### config.mk
export PLATFORM = sky130hd
export DESIGN_NAME = mips_execute_alu_unit
export DESIGN_NICKNAME = d
export VERILOG_FILES = /design/src/hw/rtl/mea_pkg.sv /design/src/hw/rtl/mea_iter.sv /design/src/hw/rtl/mips_execute_alu_unit.sv
export SDC_FILE = /design/constraint.sdc
export NUM_CORES = 1
export LEC_CHECK = 0
export ABC_CLOCK_PERIOD_IN_PS = 6170
export BUFFER_PORTS_ARGS = -buffer_cell sky130_fd_sc_hd__buf_2
export CAP_MARGIN = 10
export CORE_ASPECT_RATIO = 2
export CORE_MARGIN = 1.5
export CORE_UTILIZATION = 58
export CTS_BUF_LIST = sky130_fd_sc_hd__clkbuf_2
export DETAILED_ROUTE_END_ITERATION = 8
export PLACE_DENSITY = 0.79
export SETUP_SLACK_MARGIN = 0.3
export SYNTH_ARGS = -nofsm -noshare
export SYNTH_HDL_FRONTEND = slang
export SYNTH_SLANG_ARGS = --single-unit
### constraint.sdc
create_clock -name clk -period 6.17 [get_ports clk]
set_input_delay 1.234 -clock clk [delete_from_list [all_inputs] [get_ports clk]]
set_output_delay 1.234 -clock clk [all_outputs]
set_load 0.005 [all_outputs]
### src/hw/rtl/mea_pkg.sv
// shared types, operation codes and constants of the execute alu
package mea_pkg;

  localparam int unsigned DataW = 32;
  localparam int unsigned KindW = 6;
  localparam int unsigned LinkReg = 31;

  typedef enum logic [KindW-1:0] {
    K_LI = 6'd0, K_ADD = 6'd1, K_SUB = 6'd2, K_MUL = 6'd3, K_DIV = 6'd4, K_REM = 6'd5,
    K_XOR = 6'd6, K_SEQ = 6'd7, K_SNE = 6'd8, K_SLE = 6'd9, K_SLT = 6'd10, K_SGE = 6'd11,
    K_SGT = 6'd12, K_ADDU = 6'd13, K_SUBU = 6'd14, K_MULU = 6'd15, K_DIVU = 6'd16,
    K_REMU = 6'd17, K_XORU = 6'd18, K_WMUL = 6'd19, K_WDIV = 6'd20, K_WMULU = 6'd21,
    K_WDIVU = 6'd22, K_NEG = 6'd23, K_NOT = 6'd24, K_J = 6'd25, K_BEQ = 6'd26,
    K_BNE = 6'd27, K_BLE = 6'd28, K_BLT = 6'd29, K_BGE = 6'd30, K_BGT = 6'd31,
    K_BEQZ = 6'd32, K_BNEZ = 6'd33, K_BLEZ = 6'd34, K_BLTZ = 6'd35, K_BGEZ = 6'd36,
    K_BGTZ = 6'd37, K_JR = 6'd38, K_JAL = 6'd39, K_JALR = 6'd40, K_ADDR = 6'd41,
    K_MOVE = 6'd42, K_MFLO = 6'd43, K_MFHI = 6'd44
  } kind_t;

  // command from the sequencer to the shared iterative unit
  typedef struct packed {
    logic start;
    logic is_div;
    logic sgn;
  } iter_cmd_t;

endpackage

### src/hw/rtl/mea_iter.sv
// shared shift-add multiplier and restoring divider, one bit per cycle
module mea_iter import mea_pkg::*; (
  input  logic             clk,
  input  logic             rst_n,
  input  iter_cmd_t        cmd,
  input  logic [DataW-1:0] a,
  input  logic [DataW-1:0] b,
  output logic             done,
  output logic [2*DataW-1:0] prod,
  output logic [2*DataW-1:0] quot,
  output logic [DataW-1:0] rem
);

  localparam int unsigned CntW = $clog2(DataW + 1);

  logic [CntW-1:0]    cnt_r, cnt_nxt;
  logic               busy_r, busy_nxt;
  logic               div_r, div_nxt;
  logic               neg_q_r, neg_q_nxt;
  logic               neg_r_r, neg_r_nxt;
  logic [DataW-1:0]   mag_b_r, mag_b_nxt;
  logic [2*DataW-1:0] acc_r, acc_nxt;   // mul: product / div: rem:quot
  logic [DataW:0]     trial;
  logic [DataW-1:0]   ma, mb;
  logic [DataW-1:0]   addend;
  logic [2*DataW-1:0] q_ext;
  logic [DataW-1:0]   r_ext;

  always_comb begin
    ma = (cmd.sgn && a[DataW-1]) ? (~a + 1'b1) : a;
    mb = (cmd.sgn && b[DataW-1]) ? (~b + 1'b1) : b;
    trial = {acc_r[2*DataW-1:DataW], acc_r[DataW-1]} - {1'b0, mag_b_r};
    addend = acc_r[0] ? mag_b_r : {DataW{1'b0}};
    busy_nxt = busy_r;
    cnt_nxt = cnt_r;
    div_nxt = div_r;
    neg_q_nxt = neg_q_r;
    neg_r_nxt = neg_r_r;
    mag_b_nxt = mag_b_r;
    acc_nxt = acc_r;
    done = 1'b0;
    if (cmd.start) begin
      busy_nxt = 1'b1;
      cnt_nxt = '0;
      div_nxt = cmd.is_div;
      neg_q_nxt = cmd.sgn && (a[DataW-1] ^ b[DataW-1]);
      neg_r_nxt = cmd.sgn && a[DataW-1];
      mag_b_nxt = mb;
      acc_nxt = {{DataW{1'b0}}, ma};
    end else if (busy_r) begin
      if (cnt_r == CntW'(DataW)) begin
        busy_nxt = 1'b0;
        done = 1'b1;
      end else begin
        cnt_nxt = cnt_r + 1'b1;
        if (div_r) begin
          if (!trial[DataW])
            acc_nxt = {trial[DataW-1:0], acc_r[DataW-2:0], 1'b1};
          else
            acc_nxt = {acc_r[2*DataW-2:0], 1'b0};
        end else begin
          acc_nxt = {{1'b0, acc_r[2*DataW-1:DataW]} + {1'b0, addend},
                     acc_r[DataW-1:1]};
        end
      end
    end
    q_ext = {{DataW{1'b0}}, acc_r[DataW-1:0]};
    r_ext = acc_r[2*DataW-1:DataW];
    prod = neg_q_r ? (~acc_r + 1'b1) : acc_r;
    quot = neg_q_r ? (~q_ext + 1'b1) : q_ext;
    rem  = neg_r_r ? (~r_ext + 1'b1) : r_ext;
  end

  always_ff @(posedge clk) begin
    if (!rst_n) begin
      busy_r <= 1'b0;
      cnt_r <= '0;
    end else begin
      busy_r <= busy_nxt;
      cnt_r <= cnt_nxt;
    end
    div_r <= div_nxt;
    neg_q_r <= neg_q_nxt;
    neg_r_r <= neg_r_nxt;
    mag_b_r <= mag_b_nxt;
    acc_r <= acc_nxt;
  end

endmodule

### src/hw/rtl/mips_execute_alu_unit.sv
// execute stage alu: decode, combinational simple ops and sequencer for the iterative unit
//
// one input channel (in_valid/in_stall) carries a decoded operation with its
// operands; one result channel (out_valid/out_stall) returns result, taken
// and link for every operation, in order.
// the block takes one item at a time: in_stall is high from acceptance until
// the result has been transferred.
// simple operations are computed from the registered operands and their result
// is registered. multiply, divide and remainder (narrow and wide) run
// through one shared radix-2 shift-add / restoring-divide unit, except for a
// zero divisor: load, one iteration per operand bit and a finishing step.
// the result waits in an output register while out_stall is high; the
// next item is taken in the cycle after that result's transfer.
// synchronous reset clears the control state and the wide low/high pair.
module mips_execute_alu_unit import mea_pkg::*; (
  input  logic             clk,
  input  logic             rst_n,
  input  logic             in_valid,
  output logic             in_stall,
  input  logic [KindW-1:0] in_kind,
  input  logic             in_use_imm,
  input  logic signed [DataW-1:0] in_operand_a,
  input  logic signed [DataW-1:0] in_operand_b,
  input  logic signed [DataW-1:0] in_immediate,
  input  logic [DataW-1:0] in_target,
  output logic             out_valid,
  input  logic             out_stall,
  output logic signed [DataW-1:0] out_result,
  output logic             out_taken,
  output logic             out_link
);

  typedef enum logic [1:0] {S_IDLE, S_EXEC, S_ITER, S_OUT} state_t;

  state_t           state_r;
  kind_t            kind_r;
  logic             imm_r;
  logic [DataW-1:0] a_r, b_r, imm_v_r, tgt_r;
  logic [DataW-1:0] wlo_r, whi_r;
  logic [DataW-1:0] res_r;
  logic             taken_r, link_r;

  logic [DataW-1:0] s;
  logic             lt, eq, ltz, eqz, cmp, zdiv;
  logic [DataW-1:0] res_c;
  logic             taken_c, link_c, is_iter, is_div, is_sgn;
  iter_cmd_t        cmd;
  logic             it_done;
  logic [2*DataW-1:0] it_prod, it_quot;
  logic [DataW-1:0] it_rem;

  always_comb begin
    s = imm_r ? imm_v_r : b_r;
    eq = (a_r == s);
    lt = ($signed(a_r) < $signed(s));
    eqz = (a_r == '0);
    ltz = a_r[DataW-1];
    zdiv = (s == '0);
    is_iter = 1'b0;
    is_div = 1'b0;
    is_sgn = 1'b0;
    res_c = '0;
    taken_c = 1'b0;
    link_c = 1'b0;
    cmp = 1'b0;
    case (kind_r)
      K_LI:   res_c = imm_v_r;
      K_ADD, K_ADDU: res_c = a_r + s;
      K_SUB, K_SUBU: res_c = a_r - s;
      K_XOR, K_XORU: res_c = a_r ^ s;
      K_MUL, K_MULU, K_WMULU: is_iter = 1'b1;
      K_WMUL: begin is_iter = 1'b1; is_sgn = 1'b1; end
      K_DIV, K_REM, K_WDIV: begin
        is_iter = !zdiv; is_div = 1'b1; is_sgn = 1'b1;
      end
      K_DIVU, K_REMU, K_WDIVU: begin is_iter = !zdiv; is_div = 1'b1; end
      K_SEQ: res_c = DataW'(eq);
      K_SNE: res_c = DataW'(!eq);
      K_SLE: res_c = DataW'(lt || eq);
      K_SLT: res_c = DataW'(lt);
      K_SGE: res_c = DataW'(!lt);
      K_SGT: res_c = DataW'(!lt && !eq);
      K_NEG:  res_c = '0 - a_r;
      K_NOT:  res_c = ~a_r;
      K_J:    begin res_c = tgt_r; taken_c = 1'b1; end
      K_BEQ:  begin res_c = tgt_r; taken_c = eq; end
      K_BNE:  begin res_c = tgt_r; taken_c = !eq; end
      K_BLE:  begin res_c = tgt_r; taken_c = lt || eq; end
      K_BLT:  begin res_c = tgt_r; taken_c = lt; end
      K_BGE:  begin res_c = tgt_r; taken_c = !lt; end
      K_BGT:  begin res_c = tgt_r; taken_c = !lt && !eq; end
      K_BEQZ: begin res_c = tgt_r; taken_c = eqz; end
      K_BNEZ: begin res_c = tgt_r; taken_c = !eqz; end
      K_BLEZ: begin res_c = tgt_r; taken_c = ltz || eqz; end
      K_BLTZ: begin res_c = tgt_r; taken_c = ltz; end
      K_BGEZ: begin res_c = tgt_r; taken_c = !ltz; end
      K_BGTZ: begin res_c = tgt_r; taken_c = !ltz && !eqz; end
      K_JR:   begin res_c = a_r; taken_c = 1'b1; end
      K_JAL:  begin res_c = tgt_r; taken_c = 1'b1; link_c = (LinkReg == 31); end
      K_JALR: begin res_c = a_r; taken_c = 1'b1; link_c = (LinkReg == 31); end
      K_ADDR: res_c = imm_r ? imm_v_r : b_r + imm_v_r;
      K_MOVE: res_c = a_r;
      K_MFLO: res_c = wlo_r;
      K_MFHI: res_c = whi_r;
      default: res_c = '0;
    endcase
    cmd.start = (state_r == S_EXEC) && is_iter;
    cmd.is_div = is_div;
    cmd.sgn = is_sgn;
    cmp = cmd.start;
  end

  mea_iter u_iter (
    .clk  (clk),
    .rst_n(rst_n),
    .cmd  (cmd),
    .a    (a_r),
    .b    (s),
    .done (it_done),
    .prod (it_prod),
    .quot (it_quot),
    .rem  (it_rem)
  );

  always_ff @(posedge clk) begin
    if (!rst_n) begin
      state_r <= S_IDLE;
      wlo_r <= '0;
      whi_r <= '0;
    end else begin
      case (state_r)
        S_IDLE: if (in_valid) begin
          kind_r <= kind_t'(in_kind);
          imm_r <= in_use_imm;
          a_r <= in_operand_a;
          b_r <= in_operand_b;
          imm_v_r <= in_immediate;
          tgt_r <= in_target;
          state_r <= S_EXEC;
        end
        S_EXEC: begin
          taken_r <= taken_c;
          link_r <= link_c;
          if (!cmp && is_div) begin
            // divide by zero: all-ones quotient, dividend remainder
            case (kind_r)
              K_DIV, K_DIVU: res_r <= '1;
              K_REM, K_REMU: res_r <= a_r;
              default: begin res_r <= res_c; wlo_r <= '1; whi_r <= '1; end
            endcase
          end else begin
            res_r <= res_c;
          end
          if (cmp) begin
            state_r <= S_ITER;
          end else begin
            state_r <= S_OUT;
          end
        end
        S_ITER: if (it_done) begin
          case (kind_r)
            K_MUL, K_MULU: res_r <= it_prod[DataW-1:0];
            K_DIV, K_DIVU: res_r <= it_quot[DataW-1:0];
            K_REM, K_REMU: res_r <= it_rem;
            K_WMUL, K_WMULU: begin
              wlo_r <= it_prod[DataW-1:0]; whi_r <= it_prod[2*DataW-1:DataW];
            end
            default: begin
              wlo_r <= it_quot[DataW-1:0]; whi_r <= it_quot[2*DataW-1:DataW];
            end
          endcase
          state_r <= S_OUT;
        end
        S_OUT: if (!out_stall) state_r <= S_IDLE;
        default: state_r <= S_IDLE;
      endcase
    end
  end

  assign in_stall = (state_r != S_IDLE);
  assign out_valid = (state_r == S_OUT);
  assign out_result = res_r;
  assign out_taken = taken_r;
  assign out_link = link_r;

endmodule

==> results.ini <==
[status]
outcome=finished with violations
violations=design-rule violations

[routing]
dr_wl_met2_mm=52.08
drt_first_pass_iters=9
top_layer=met5
vias=28590
totalWireLength_mm=111.4
dr_wl_met3_mm=10.15
postRouteAntennaNets=0
wl_met1_mm=39.67
drc_errors=1
via_per_inst=6.793
drtIter0Drc=3305
routedWlPerCell_um=26.46

[yosys]
synth_mux_area_share_pct=3.689
netlist_instances=3436
synthArstFlopShare_pct=0
yosys.area.top_type=edfxtp_1
synth_top_area_share_pct=24.90
synth_common_cells=nand2_1, a21oi_1, o21ai_0
yosysUniqueCellTypes=97
yosys.area_share.simple_pct=17.41
avgSynthCellArea_um2=8.283
synthesis.nets=3750
synth_compound_area_share_pct=26.42
synth_ff_type=edfxtp_1
ys_top_cells_by_area=edfxtp_1, ha_1, dfxtp_1
ys_warn_count=0
ys_seq_area_share_pct=32.29
synth_edf_count=236
synthXorXnorAreaFrac_pct=7.109
synth_most_common_cell=nand2_1
syn_area_um2=28460
synth_seq_cells=341
synthAdderAreaFrac_pct=7.826
synth_top_family_by_area=compound AO/OA/AOI/OAI gates

[final_layout]
final_nets=3818
seqCellArea_um2=9189
drive_gt1_share_pct=12.21
fillers=4198
fin_area_um2=30560
area_delta_synth_final_pct=7.382
multi_input_area_um2=17840

[floorplan]
die_y_um=316.3
coreArea_um2=48350
dieArea_um2=50490
io_pins=175
die_x_um=159.6
fp-row-count=114
start_util_pct=58.86

[place]
dp_hpwl_mm=85.54
place_area_um2=29690
io_buffers=174
gp_congestion=1.105

[setup_path]
cpMostUsedCell=nor3_1
cp_num_cells=9
max_stage_delay_ns=1.13
cp.required_ns=7.01
end_kind=flip-flop
cp-startpoint=imm_r$_DFFE_PP_
critPathMaxFanout=71
critPathTopFamily=simple AND/OR/NAND/NOR gates
slowest_stage=nor3_1
startpoint_type=flip-flop
cp-endpoint=out_taken$_DFFE_PP_
r2r_slack_ns=0.82
critPathArrivalTime_ns=6.19
worstPathCellList=buf_12 > mux2i_1 > ha_1 > inv_1 > nor3_1 > nand4_1 > nor3_1 > a211oi_1 > o311ai_0
worstSetupPathType=reg2reg
worstRegToRegCells=9
r2r_start=imm_r$_DFFE_PP_
r2r_end=out_taken$_DFFE_PP_
timing.critical_path.buf_inv=2

[power_and_ir_drop]
p_per_area_nw_per_um2=337.1
power.share.switching_pct=45.45
vdd_drop_max_mv=0.3045
leakage_uw=0.01229
sequentialPowerShare_pct=35.6
intPower_uw=5619
power_frac_clock_pct=17.1
power_frac_comb_pct=47.3
switchingPower_uw=4682

[global_routing]
grt_max_degree=86
grt_pass1_wl_mm=165.3
grt_pass1_vias=28010
grt_overflow=0
grt_usage_pct=43.34
antenna_found_initial=8

[timing]
fmax_mhz=187.0
fin_crit_sh_pct=86.66
finClkSkew_ns=0.1024
relSlewSlack_pct=14.13
hold_violations=0
layout_min_cycle_time_ns=5.347
rsz0062_at_grt=false
setup_violations=0
worstMarginPinSlew_ns=1.278
fin_setup_tns_ns=0
report.final.slew_viol_count=0

[min_path]
hp-class=in2reg
whs_path_depth=1

[clock_network]
post-cts-setup-buffers=0
clkTransAtPathRegs_ns=0.16
cts_buffer_depth=3
ctsHoldBuffers=0
cts_buffers=76
clkLatencyLatePin_ns=1.17
h-tree-depth=3
ctsResizeCount=0
cts_sinks=341
root_buffer=clkbuf_2
cts_tree=yes

[flow_run]
drv_cap=0

==> power groups by stage <==
| stage | clock network [uW] | registers [uW] | logic [uW] |
|---|---|---|---|
| floorplan | 0 | 3340 | 3560 |
| finish | 1760 | 3660 | 4880 |
| global route | 1860 | 3690 | 5270 |
| global placement | 0 | 3640 | 4570 |
| CTS | 1770 | 3620 | 4740 |
| detailed placement | 0 | 3660 | 4700 |
==> worst min-delay path by stage <==
stage | endpoint | startpoint | slack (ns)
global route | a_r[18]$_DFFE_PP_ | in_operand_a[18] | 0.23
global placement | u_iter.cnt_r[5]$_SDFFE_PP0P_ | u_iter.cnt_r[5]$_SDFFE_PP0P_ | 0.47
CTS | a_r[18]$_DFFE_PP_ | in_operand_a[18] | 0.20
floorplan | u_iter.cnt_r[5]$_SDFFE_PP0P_ | u_iter.cnt_r[5]$_SDFFE_PP0P_ | 0.45
finish | a_r[18]$_DFFE_PP_ | in_operand_a[18] | 0.23
detailed placement | whi_r[22]$_SDFFE_PN0P_ | whi_r[22]$_SDFFE_PN0P_ | 0.49
==> cell usage in the layout (no fill, tap or decap), drive strengths merged, types with 86 or more instances in the layout <==
| cell | instances |
|---|---|
| nand2 | 361 |
| a21oi | 320 |
| o21ai | 312 |
| nor2 | 263 |
| edfxtp | 236 |
| buf | 231 |
| ha | 170 |
| xnor2 | 139 |
| inv | 136 |
| dfxtp | 105 |
| clkbuf | 100 |
| xor2 | 92 |
| mux2i | 86 |
==> sequential cells by signal, summed over array words and instances, names as in the netlist <==
register,cells
u_iter.acc_r,64
wlo_r,32
imm_r,1
imm_v_r,32
out_result,32
out_link,1
out_taken,1
u_iter.cnt_r,6
whi_r,32
b_r,32
u_iter.mag_b_r,32
a_r,32
tgt_r,32
u_iter.busy_r,1
u_iter.neg_r_r,1
kind_r,6
u_iter.neg_q_r,1
state_r,2
u_iter.div_r,1
==> per-stage QoR <==
step / setup WS [ns] / util, % / total power, uW / instances / hold slack [ns]
after floorplan: 0.7516 / - / 6898 / 3436 / 0.4536
after global placement: 1.110 / 61.41 / 8210 / 4064 / 0.4691
after detailed placement: 0.9861 / 61.41 / 8361 / 4064 / 0.4900
after CTS: 0.9851 / 63.17 / 10120 / 4202 / 0.2039
after global routing: 0.5441 / 63.20 / 10810 / 4208 / 0.2343
final: 0.8233 / 63.20 / 10300 / 4209 / 0.2279
==> kinds of logic after synthesis <==
kind of cell	Yosys count
DFF	341
and+or+nand+nor	1038
adders and majority gates	175
AOI/OAI and AO/OA	1170
buffers and inverters	380
xor gates and xnor gates	231
muxes	101
==> final cells by class <==
| cell class | instances | share of cell area [%] |
|---|---|---|
| clock inverters | 38 | 1.138 |
| flip-flops and latches | 341 | 30.07 |
| repair buffers | 231 | 4.413 |
| clock buffers | 100 | 1.638 |
| multi-input cells | 2715 | 58.36 |
| inverters | 139 | 1.711 |
| well taps | 638 | 2.612 |
| diodes | 7 | 0.05732 |
==> routing by layer <==
layer | track usage (%) | vias to the layer above
li1 | - | 12920
met1 | 49.47 | 13320
met4 | 34.41 | 2
met3 | 7.534 | 531
met5 | 0 | -
met2 | 71.91 | 1820
(Power assumes the default switching activity.)
